## src/rtl/core/nthp_pkg.sv

```systemverilog
`default_nettype none
package nthp_pkg;

  localparam int TABLE_ENTRIES = 16;
  localparam int IDX_W = $clog2(TABLE_ENTRIES);
  // The count holds the entry total itself and is at least as wide as its port.
  localparam int CNT_RAW_W = $clog2(TABLE_ENTRIES + 1);
  localparam int CNT_W = (CNT_RAW_W > 5) ? CNT_RAW_W : 5;

  localparam int ADDR_W = 16;
  localparam int HOP_W = 8;
  localparam int EPOCH_W = 16;
  localparam int SIG_W = 8;
  localparam int LQI_W = 8;
  localparam int AVG_W = 16;
  localparam int WGT_W = 9;
  localparam int PHOP_W = 5;

  localparam logic [WGT_W-1:0] EWMA_UNITY = 9'h100;
  localparam logic [AVG_W-1:0] AVG_UNITY = 16'h0100;
  localparam logic [PHOP_W-1:0] NO_HOPS = 5'd17;
  localparam logic signed [SIG_W-1:0] MIN_SIG_RESET = -8'sd95;
  localparam logic [WGT_W-1:0] WEIGHT_RESET = 9'h040;

  localparam logic [1:0] KIND_BEACON = 2'd0;
  localparam logic [1:0] KIND_RELAY = 2'd1;
  localparam logic [1:0] KIND_LOCAL = 2'd2;

  localparam logic REG_MIN_SIGNAL = 1'b0;
  localparam logic REG_EWMA_WEIGHT = 1'b1;

  typedef enum logic [1:0] {
    ST_KNOWN = 2'd0,
    ST_NEW   = 2'd1,
    ST_FULL  = 2'd2,
    ST_WEAK  = 2'd3
  } status_t;

  // Search token that walks down the row of cells, one cell per cycle.
  typedef struct packed {
    logic              vld;
    logic [ADDR_W-1:0] addr;
    logic              found;
    logic [IDX_W-1:0]  slot;
    logic              free;
    logic [IDX_W-1:0]  free_slot;
    logic [HOP_W-1:0]  last_hop;
    logic [AVG_W-1:0]  gap_avg;
  } scan_tok_t;

  // Command broadcast from the controller to every cell.
  typedef struct packed {
    logic              clr;
    logic              wr;
    logic [IDX_W-1:0]  idx;
    logic [ADDR_W-1:0] addr;
    logic [HOP_W-1:0]  last_hop;
    logic [SIG_W-1:0]  signal;
    logic [LQI_W-1:0]  quality;
    logic [AVG_W-1:0]  gap_avg;
  } cell_cmd_t;

endpackage
`default_nettype wire

```

## src/rtl/core/nthp_cell.sv

```systemverilog
`default_nettype none
module nthp_cell (
  input  logic                     clk,
  input  logic                     rst_n,
  input  logic [nthp_pkg::IDX_W-1:0] idx,
  input  nthp_pkg::cell_cmd_t      cmd,
  input  nthp_pkg::scan_tok_t      tok_in,
  output nthp_pkg::scan_tok_t      tok_out
);
  import nthp_pkg::*;

  logic              valid_r;
  logic [ADDR_W-1:0] addr_r;
  logic [HOP_W-1:0]  last_hop_r;
  logic [SIG_W-1:0]  signal_r;
  logic [LQI_W-1:0]  quality_r;
  logic [AVG_W-1:0]  gap_avg_r;
  scan_tok_t         tok_r;
  scan_tok_t         tok_nxt;
  logic              sel;

  assign sel = cmd.wr && (cmd.idx == idx);

  // The first valid match upstream wins; the first free slot upstream wins.
  always_comb begin
    tok_nxt = tok_in;
    if (tok_in.vld) begin
      if (valid_r) begin
        if (!tok_in.found && (addr_r == tok_in.addr)) begin
          tok_nxt.found    = 1'b1;
          tok_nxt.slot     = idx;
          tok_nxt.last_hop = last_hop_r;
          tok_nxt.gap_avg  = gap_avg_r;
        end
      end else if (!tok_in.free) begin
        tok_nxt.free      = 1'b1;
        tok_nxt.free_slot = idx;
      end
    end
  end

  always_ff @(posedge clk) begin
    if (!rst_n) begin
      valid_r   <= 1'b0;
      tok_r.vld <= 1'b0;
    end else begin
      tok_r <= tok_nxt;
      if (cmd.clr) begin
        valid_r <= 1'b0;
      end else if (sel) begin
        valid_r <= 1'b1;
      end
    end
  end

  always_ff @(posedge clk) begin
    if (sel) begin
      addr_r     <= cmd.addr;
      last_hop_r <= cmd.last_hop;
      signal_r   <= cmd.signal;
      quality_r  <= cmd.quality;
      gap_avg_r  <= cmd.gap_avg;
    end
  end

  assign tok_out = tok_r;

endmodule
`default_nettype wire

```

## src/rtl/core/nthp_ctrl.sv

```systemverilog
`default_nettype none
module nthp_ctrl (
  input  logic                            clk,
  input  logic                            rst_n,
  input  logic                            in_valid,
  output logic                            in_ready,
  input  logic [1:0]                      in_kind,
  input  logic [nthp_pkg::ADDR_W-1:0]     in_sender_addr,
  input  logic [nthp_pkg::HOP_W-1:0]      in_hop_count,
  input  logic [nthp_pkg::EPOCH_W-1:0]    in_restart_epoch,
  input  logic signed [nthp_pkg::SIG_W-1:0] in_signal_strength,
  input  logic [nthp_pkg::LQI_W-1:0]      in_link_quality,
  output logic                            out_valid,
  input  logic                            out_ready,
  output logic [1:0]                      out_status,
  output logic                            out_parent_valid,
  output logic [nthp_pkg::ADDR_W-1:0]     out_parent_addr,
  output logic [nthp_pkg::PHOP_W-1:0]     out_parent_hops,
  output logic [4:0]                      out_neighbor_count,
  output logic [nthp_pkg::AVG_W-1:0]      out_average_gap,
  output logic                            out_announce,
  output logic [nthp_pkg::PHOP_W-1:0]     out_announce_hops,
  output logic                            out_forward,
  input  logic                            cfg_wr_en,
  input  logic                            cfg_index,
  input  logic [nthp_pkg::WGT_W-1:0]      cfg_wdata,
  output nthp_pkg::scan_tok_t             head_tok,
  input  nthp_pkg::scan_tok_t             tail_tok,
  output nthp_pkg::cell_cmd_t             cmd
);
  import nthp_pkg::*;

  typedef enum logic [5:0] {
    S_IDLE = 6'b000001,
    S_PREP = 6'b000010,
    S_SCAN = 6'b000100,
    S_MULT = 6'b001000,
    S_ADD  = 6'b010000,
    S_DONE = 6'b100000
  } state_t;

  state_t state_r, state_nxt;

  // Configuration.
  logic signed [SIG_W-1:0] min_sig_r;
  logic [WGT_W-1:0]        weight_r;

  // Table-wide state.
  logic [EPOCH_W-1:0] epoch_r, epoch_nxt;
  logic               best_valid_r, best_valid_nxt;
  logic [PHOP_W-1:0]  best_hops_r, best_hops_nxt;
  logic [ADDR_W-1:0]  parent_addr_r, parent_addr_nxt;
  logic [CNT_W-1:0]   count_r, count_nxt;

  // Transaction held while it is worked on.
  logic [1:0]              req_kind_r;
  logic [ADDR_W-1:0]       req_addr_r;
  logic [HOP_W-1:0]        req_hop_r;
  logic [EPOCH_W-1:0]      req_epoch_r;
  logic signed [SIG_W-1:0] req_sig_r;
  logic [LQI_W-1:0]        req_lqi_r;

  status_t           status_r, status_nxt;
  logic [IDX_W-1:0]  slot_r, slot_nxt;
  logic [HOP_W-1:0]  base_hop_r, base_hop_nxt;
  logic [AVG_W-1:0]  base_avg_r, base_avg_nxt;
  logic [16:0]       prod_gap_r;
  logic [24:0]       prod_avg_r;
  logic [AVG_W-1:0]  avg_out_r, avg_out_nxt;
  scan_tok_t         head_tok_r, head_tok_nxt;

  // Output register.
  logic              out_valid_r, out_valid_nxt;
  logic [1:0]        o_status_r;
  logic              o_pvalid_r;
  logic [ADDR_W-1:0] o_paddr_r;
  logic [PHOP_W-1:0] o_phops_r;
  logic [4:0]        o_count_r;
  logic [AVG_W-1:0]  o_avg_r;
  logic              o_ann_r;
  logic [PHOP_W-1:0] o_ann_hops_r;
  logic              o_fwd_r;

  logic              accept;
  logic              is_beacon;
  logic              new_epoch;
  logic              load_out;
  logic              upd_entry;
  logic [WGT_W-1:0]  w_eff;
  logic [WGT_W-1:0]  w_inv;
  logic [HOP_W-1:0]  gap;
  logic [17:0]       sum;
  logic              fwd;

  assign accept    = in_valid && in_ready;
  assign in_ready  = (state_r == S_IDLE);
  assign is_beacon = (req_kind_r == KIND_BEACON);
  assign new_epoch = (req_epoch_r != epoch_r);
  assign load_out  = (state_r == S_DONE) && (!out_valid_r || out_ready);
  assign upd_entry = (status_r == ST_KNOWN) || (status_r == ST_NEW);

  assign w_eff = (weight_r > EWMA_UNITY) ? EWMA_UNITY : weight_r;
  assign w_inv = EWMA_UNITY - w_eff;
  assign gap   = req_hop_r - base_hop_r;
  assign sum   = 18'(prod_gap_r) + 18'(prod_avg_r[24:8]);

  always_comb begin
    case (req_kind_r)
      KIND_RELAY: fwd = (count_r > CNT_W'(1)) && best_valid_r;
      KIND_LOCAL: fwd = (count_r != '0) && best_valid_r;
      default:    fwd = 1'b0;
    endcase
  end

  always_comb begin
    state_nxt       = state_r;
    epoch_nxt       = epoch_r;
    best_valid_nxt  = best_valid_r;
    best_hops_nxt   = best_hops_r;
    parent_addr_nxt = parent_addr_r;
    count_nxt       = count_r;
    status_nxt      = status_r;
    slot_nxt        = slot_r;
    base_hop_nxt    = base_hop_r;
    base_avg_nxt    = base_avg_r;
    avg_out_nxt     = avg_out_r;
    head_tok_nxt    = '0;
    out_valid_nxt   = out_valid_r && !out_ready;
    if (load_out) begin
      out_valid_nxt = 1'b1;
    end

    cmd          = '0;
    cmd.idx      = slot_r;
    cmd.addr     = req_addr_r;
    cmd.last_hop = req_hop_r;
    cmd.signal   = req_sig_r;
    cmd.quality  = req_lqi_r;
    cmd.gap_avg  = avg_out_r;

    unique case (state_r)
      S_IDLE: begin
        if (accept) begin
          state_nxt = S_PREP;
        end
      end
      S_PREP: begin
        status_nxt  = ST_KNOWN;
        avg_out_nxt = '0;
        if (is_beacon) begin
          // A new restart epoch empties the table before the search starts.
          if (new_epoch) begin
            cmd.clr        = 1'b1;
            epoch_nxt      = req_epoch_r;
            best_valid_nxt = 1'b0;
            best_hops_nxt  = NO_HOPS;
            count_nxt      = '0;
          end
          head_tok_nxt.vld  = 1'b1;
          head_tok_nxt.addr = req_addr_r;
          state_nxt         = S_SCAN;
        end else begin
          state_nxt = S_DONE;
        end
      end
      S_SCAN: begin
        if (tail_tok.vld) begin
          state_nxt = S_MULT;
          if (tail_tok.found) begin
            status_nxt   = ST_KNOWN;
            slot_nxt     = tail_tok.slot;
            base_hop_nxt = tail_tok.last_hop;
            base_avg_nxt = tail_tok.gap_avg;
          end else if (!tail_tok.free) begin
            status_nxt = ST_FULL;
          end else if (req_sig_r < min_sig_r) begin
            status_nxt = ST_WEAK;
          end else begin
            status_nxt   = ST_NEW;
            slot_nxt     = tail_tok.free_slot;
            base_hop_nxt = req_hop_r;
            base_avg_nxt = AVG_UNITY;
            count_nxt    = count_r + CNT_W'(1);
            if (req_hop_r < HOP_W'(best_hops_r)) begin
              best_hops_nxt   = PHOP_W'(req_hop_r);
              parent_addr_nxt = req_addr_r;
              best_valid_nxt  = 1'b1;
            end
          end
        end
      end
      S_MULT: begin
        state_nxt = S_ADD;
      end
      S_ADD: begin
        if (upd_entry) begin
          avg_out_nxt = (sum[17:16] != 2'b00) ? {AVG_W{1'b1}} : sum[15:0];
        end
        state_nxt = S_DONE;
      end
      S_DONE: begin
        cmd.wr = is_beacon && upd_entry;
        if (load_out) begin
          state_nxt = S_IDLE;
        end
      end
      default: begin
        state_nxt = S_IDLE;
      end
    endcase
  end

  always_ff @(posedge clk) begin
    if (!rst_n) begin
      state_r      <= S_IDLE;
      min_sig_r    <= MIN_SIG_RESET;
      weight_r     <= WEIGHT_RESET;
      epoch_r      <= '0;
      best_valid_r <= 1'b0;
      best_hops_r  <= NO_HOPS;
      count_r      <= '0;
      out_valid_r  <= 1'b0;
      head_tok_r   <= '0;
    end else begin
      state_r      <= state_nxt;
      epoch_r      <= epoch_nxt;
      best_valid_r <= best_valid_nxt;
      best_hops_r  <= best_hops_nxt;
      count_r      <= count_nxt;
      out_valid_r  <= out_valid_nxt;
      head_tok_r   <= head_tok_nxt;
      if (cfg_wr_en) begin
        unique case (cfg_index)
          REG_MIN_SIGNAL:  min_sig_r <= cfg_wdata[SIG_W-1:0];
          REG_EWMA_WEIGHT: weight_r  <= cfg_wdata;
          default:         ;
        endcase
      end
    end
  end

  always_ff @(posedge clk) begin
    parent_addr_r <= parent_addr_nxt;
    status_r      <= status_nxt;
    slot_r        <= slot_nxt;
    base_hop_r    <= base_hop_nxt;
    base_avg_r    <= base_avg_nxt;
    avg_out_r     <= avg_out_nxt;
    prod_gap_r    <= 17'(gap) * 17'(w_eff);
    prod_avg_r    <= 25'(base_avg_r) * 25'(w_inv);
    if (accept) begin
      req_kind_r  <= in_kind;
      req_addr_r  <= in_sender_addr;
      req_hop_r   <= in_hop_count;
      req_epoch_r <= in_restart_epoch;
      req_sig_r   <= in_signal_strength;
      req_lqi_r   <= in_link_quality;
    end
    if (load_out) begin
      o_status_r   <= status_r;
      o_pvalid_r   <= best_valid_r;
      o_paddr_r    <= best_valid_r ? parent_addr_r : '0;
      o_phops_r    <= best_hops_r;
      o_count_r    <= count_r[4:0];
      o_avg_r      <= avg_out_r;
      o_ann_r      <= (status_r == ST_NEW) && best_valid_r;
      o_ann_hops_r <= ((status_r == ST_NEW) && best_valid_r) ?
                      (best_hops_r + PHOP_W'(1)) : '0;
      o_fwd_r      <= fwd;
    end
  end

  assign head_tok           = head_tok_r;
  assign out_valid          = out_valid_r;
  assign out_status         = o_status_r;
  assign out_parent_valid   = o_pvalid_r;
  assign out_parent_addr    = o_paddr_r;
  assign out_parent_hops    = o_phops_r;
  assign out_neighbor_count = o_count_r;
  assign out_average_gap    = o_avg_r;
  assign out_announce       = o_ann_r;
  assign out_announce_hops  = o_ann_hops_r;
  assign out_forward        = o_fwd_r;

endmodule
`default_nettype wire

```

## src/rtl/core/neighbor_table_min_hop_parent_core.sv

```systemverilog
`default_nettype none
// Neighbor table with minimum-hop parent selection. Each entry of the table
// lives in its own cell, and the cells form a row through which a search token
// moves one cell per clock; the controller launches the token, reads the
// outcome at the far end, updates the running gap average with two registered
// multiplies and writes the chosen cell back. A beacon's result goes through
// these steps in order: launch the token, pass it through every cell, read the
// far end, form the average in the multiply and add states, and load the output
// register. Relay and local send queries skip the row and the average. One
// transaction is worked on at a time, and the next one is accepted only once
// the previous result has been loaded into the output register. A result held
// back by the receiver delays the load and therefore the next acceptance. A
// beacon with a new restart epoch clears every cell of the table together.
module neighbor_table_min_hop_parent_core (
  input  logic                              clk,
  input  logic                              rst_n,
  input  logic                              in_valid,
  output logic                              in_ready,
  input  logic [1:0]                        in_kind,
  input  logic [nthp_pkg::ADDR_W-1:0]       in_sender_addr,
  input  logic [nthp_pkg::HOP_W-1:0]        in_hop_count,
  input  logic [nthp_pkg::EPOCH_W-1:0]      in_restart_epoch,
  input  logic signed [nthp_pkg::SIG_W-1:0] in_signal_strength,
  input  logic [nthp_pkg::LQI_W-1:0]        in_link_quality,
  output logic                              out_valid,
  input  logic                              out_ready,
  output logic [1:0]                        out_status,
  output logic                              out_parent_valid,
  output logic [nthp_pkg::ADDR_W-1:0]       out_parent_addr,
  output logic [nthp_pkg::PHOP_W-1:0]       out_parent_hops,
  output logic [4:0]                        out_neighbor_count,
  output logic [nthp_pkg::AVG_W-1:0]        out_average_gap,
  output logic                              out_announce,
  output logic [nthp_pkg::PHOP_W-1:0]       out_announce_hops,
  output logic                              out_forward,
  input  logic                              cfg_wr_en,
  input  logic                              cfg_index,
  input  logic [nthp_pkg::WGT_W-1:0]        cfg_wdata
);
  import nthp_pkg::*;

  scan_tok_t tok [TABLE_ENTRIES+1];
  cell_cmd_t cmd;

  nthp_ctrl u_ctrl (
    .clk                (clk),
    .rst_n              (rst_n),
    .in_valid           (in_valid),
    .in_ready           (in_ready),
    .in_kind            (in_kind),
    .in_sender_addr     (in_sender_addr),
    .in_hop_count       (in_hop_count),
    .in_restart_epoch   (in_restart_epoch),
    .in_signal_strength (in_signal_strength),
    .in_link_quality    (in_link_quality),
    .out_valid          (out_valid),
    .out_ready          (out_ready),
    .out_status         (out_status),
    .out_parent_valid   (out_parent_valid),
    .out_parent_addr    (out_parent_addr),
    .out_parent_hops    (out_parent_hops),
    .out_neighbor_count (out_neighbor_count),
    .out_average_gap    (out_average_gap),
    .out_announce       (out_announce),
    .out_announce_hops  (out_announce_hops),
    .out_forward        (out_forward),
    .cfg_wr_en          (cfg_wr_en),
    .cfg_index          (cfg_index),
    .cfg_wdata          (cfg_wdata),
    .head_tok           (tok[0]),
    .tail_tok           (tok[TABLE_ENTRIES]),
    .cmd                (cmd)
  );

  for (genvar k = 0; k < TABLE_ENTRIES; k++) begin : g_cell
    nthp_cell u_cell (
      .clk     (clk),
      .rst_n   (rst_n),
      .idx     (IDX_W'(k)),
      .cmd     (cmd),
      .tok_in  (tok[k]),
      .tok_out (tok[k+1])
    );
  end

endmodule
`default_nettype wire

```

## config.mk

```make
export PLATFORM = sky130hd
export DESIGN_NAME = neighbor_table_min_hop_parent_core
export DESIGN_NICKNAME = d
export VERILOG_FILES = /design/src/rtl/core/nthp_pkg.sv /design/src/rtl/core/nthp_cell.sv /design/src/rtl/core/nthp_ctrl.sv /design/src/rtl/core/neighbor_table_min_hop_parent_core.sv
export SDC_FILE = /design/constraint.sdc
export NUM_CORES = 2
export LEC_CHECK = 0
export ABC_AREA = 1
export BUFFER_PORTS_ARGS = -buffer_cell sky130_fd_sc_hd__buf_2
export CAP_MARGIN = 20
export CORE_MARGIN = 2
export CORE_UTILIZATION = 30
export DETAILED_ROUTE_END_ITERATION = 12
export GPL_ROUTABILITY_DRIVEN = 0
export HOLD_SLACK_MARGIN = 0.05
export PLACE_DENSITY_LB_ADDON = 0.1
export SLEW_MARGIN = 20
export SYNTH_ARGS = -nofsm -noshare
export SYNTH_HDL_FRONTEND = slang
export SYNTH_HIERARCHICAL = 1
export SYNTH_SLANG_ARGS = --single-unit
```

## constraint.sdc

```tcl
create_clock -name clk -period 7.1 [get_ports clk]
set_clock_uncertainty 0.1 [all_clocks]
set_input_delay 1.42 -clock clk [delete_from_list [all_inputs] [get_ports clk]]
set_output_delay 1.42 -clock clk [all_outputs]
set_load 0.02 [all_outputs]
```

==> flow_summary.json <==
{
  "antenna_found_initial": 13,
  "reg2reg_slack_ns": 0.83,
  "period_share_pct": 88.27,
  "area_growth_pct": 13.66,
  "cts_made_buffers": 194,
  "worstMarginPinSlew_ns": 1.046,
  "root_buffer": "clkbuf_16",
  "power_uw": 25300,
  "die_w_um": 510.4,
  "grt_pass1_wl_um": 269800,
  "slew-limit-headroom_pct": 30.27,
  "maxSlewViolCount": 0,
  "p_leak_uw": 0.03632,
  "clk_pin_slew_ns": 0.06,
  "wire_per_inst_um": 15.94,
  "setup_viol": 0,
  "hold_class": "reg2reg",
  "die_h_um": 510.4,
  "clock_latency_ns": 0.82,
  "cts_tree": "yes",
  "drt-pass1-iter-count": 6,
  "final_area_um2": 87440,
  "grt_use_met2_pct": 23.23,
  "synth_warnings": 6,
  "grt_pass1_vias": 46130,
  "worstPathRequired_ns": 7.71,
  "grt_setup_unrepaired": "no",
  "finalNetCount": 7502,
  "clock_path_buffers": 3,
  "status": "finished clean",
  "layout_min_cycle_time_ns": 6.267,
  "start_kind": "flip-flop",
  "ant_nets": 0,
  "critical_path_class": "reg2reg",
  "grt_use_total_pct": 13.21,
  "hpwl_um": 120500,
  "drc_errors": 0,
  "cap_violations": 0,
  "fin_setup_tns_ns": 0,
  "start_util_pct": 30.22,
  "end_kind": "flip-flop",
  "finalWirelength_um": 170500,
  "cts_resized": 0,
  "max_freq_mhz": 159.6,
  "die_area_um2": 260500,
  "use_met1_pct": 16.80,
  "design.core.area_um2": 254600,
  "netlist_area_um2": 76940,
  "io_pins": 127,
  "cts.sinks": 1722,
  "avgSynthCellArea_um2": 11.31,
  "busiest_layer": "met2",
  "vias": 45150,
  "placed_cell_area_um2": 81370,
  "hold_viol": 0,
  "ir_drop_mv": 0.2180,
  "drive_gt1_share_pct": 8.205,
  "post_cts.repair.setup_buffers": 0,
  "met3_usage_pct": 2.111,
  "routed_via_density": 4.221,
  "htreeDepth": 4,
  "first_iter_violations": 2273,
  "grt_max_degree": 143,
  "cts_hold_buffers": 0,
  "io_buffers": 118,
  "p_per_area_nw_per_um2": 289.3,
  "grt_overflow_total": 0,
  "worstPathMaxFanout": 13,
  "rows": 185,
  "postSynthCellCount": 6801,
  "cp_data_arrival_time_ns": 6.88
}
[state kept, by name, summed over array words and instances (netlist names), 17 cells and up]
name	count
g_cell.u_cell/tok_out	800
g_cell.u_cell/addr_r	256
g_cell.u_cell/gap_avg_r	256
g_cell.u_cell/last_hop_r	128
u_ctrl/head_tok	17
u_ctrl/prod_avg_r	17
u_ctrl/prod_gap_r	17
[critical path, cell delays in order, from the launching register on]
cell      delay (ns)
dfxtp_1         0.57
inv_2           0.25
nand2_8         0.15
ha_1            0.16
nand2_1         0.09
nor2_2          0.12
nand3_1         0.10
or2_1           0.32
o21ai_2         0.55
nor2_1          0.12
fa_1            0.52
fa_1            0.43
fa_1            0.51
inv_1           0.06
fa_1            0.50
inv_1           0.05
ha_1            0.34
a21oi_1         0.32
o21ai_0         0.18
a211oi_1        0.24
nand2_1         0.19
nand2_1         0.12
nand2_1         0.05
nand2_1         0.07
nand2_1         0.05
[power by group]
group	switching, µW	internal, µW
Combinational	2580	1450
Clock	4070	5400
Sequential	248	11500
[routing by layer]
metal | routed length, µm | up-vias
li1 | - | 23240
met1 | 77580 | 21130
met2 | 83830 | 531
met3 | 5362 | 251
met4 | 3690 | 0
met5 | 0 | -
[metrics by stage]
stage          std cells  setup slack [ns]  hold WS (ns)  util [%]
5_1_grt            10690            0.3393        0.3702     34.34
3_3_place_gp       10330            0.8842        0.3423     31.95
4_1_cts            10690            0.8571        0.3491     34.30
6_report           10700            0.8331        0.3433     34.34
2_1_floorplan       7008             1.663        0.3064         -
3_5_place_dp       10330            0.9120        0.3431     31.96
[placed cells by master (no fill, tap or decap), drive strengths merged, types with 94 or more instances in the layout]
cell type,n
nand2,1979
edfxtp,1588
inv,888
nor2,684
nand4,460
clkbuf,266
conb,210
buf,209
fa,142
dfxtp,134
o21ai,124
ha,120
nand3,112
a21oi,94
[path summary, 6_finish.rpt]
kind,cells after the start,to,from
worst max-delay path,24,u_ctrl/prod_avg_r[24]$_DFF_P_,u_ctrl/weight_r[8]$_SDFFE_PN0P_
worst min-delay path,2,g_cell[15].u_cell/tok_out[50]$_SDFF_PN0_,g_cell[14].u_cell/tok_out[50]$_SDFF_PN0_
worst max register to register,24,u_ctrl/prod_avg_r[24]$_DFF_P_,u_ctrl/weight_r[8]$_SDFFE_PN0P_
worst min register to register,2,g_cell[15].u_cell/tok_out[50]$_SDFF_PN0_,g_cell[14].u_cell/tok_out[50]$_SDFF_PN0_
[area by class of cell]
cell class / instances / area [µm²]
multi-input cells: 4162 / 22190
clock inverters: 88 / 740.7
inverters: 878 / 3296
repair buffers: 209 / 1399
fillers: 25350 / 167200
clock buffers: 266 / 5218
flip-flops and latches: 1722 / 50370
diodes: 6 / 15.01
well taps: 3366 / 4212
(Power assumes the default switching activity.)
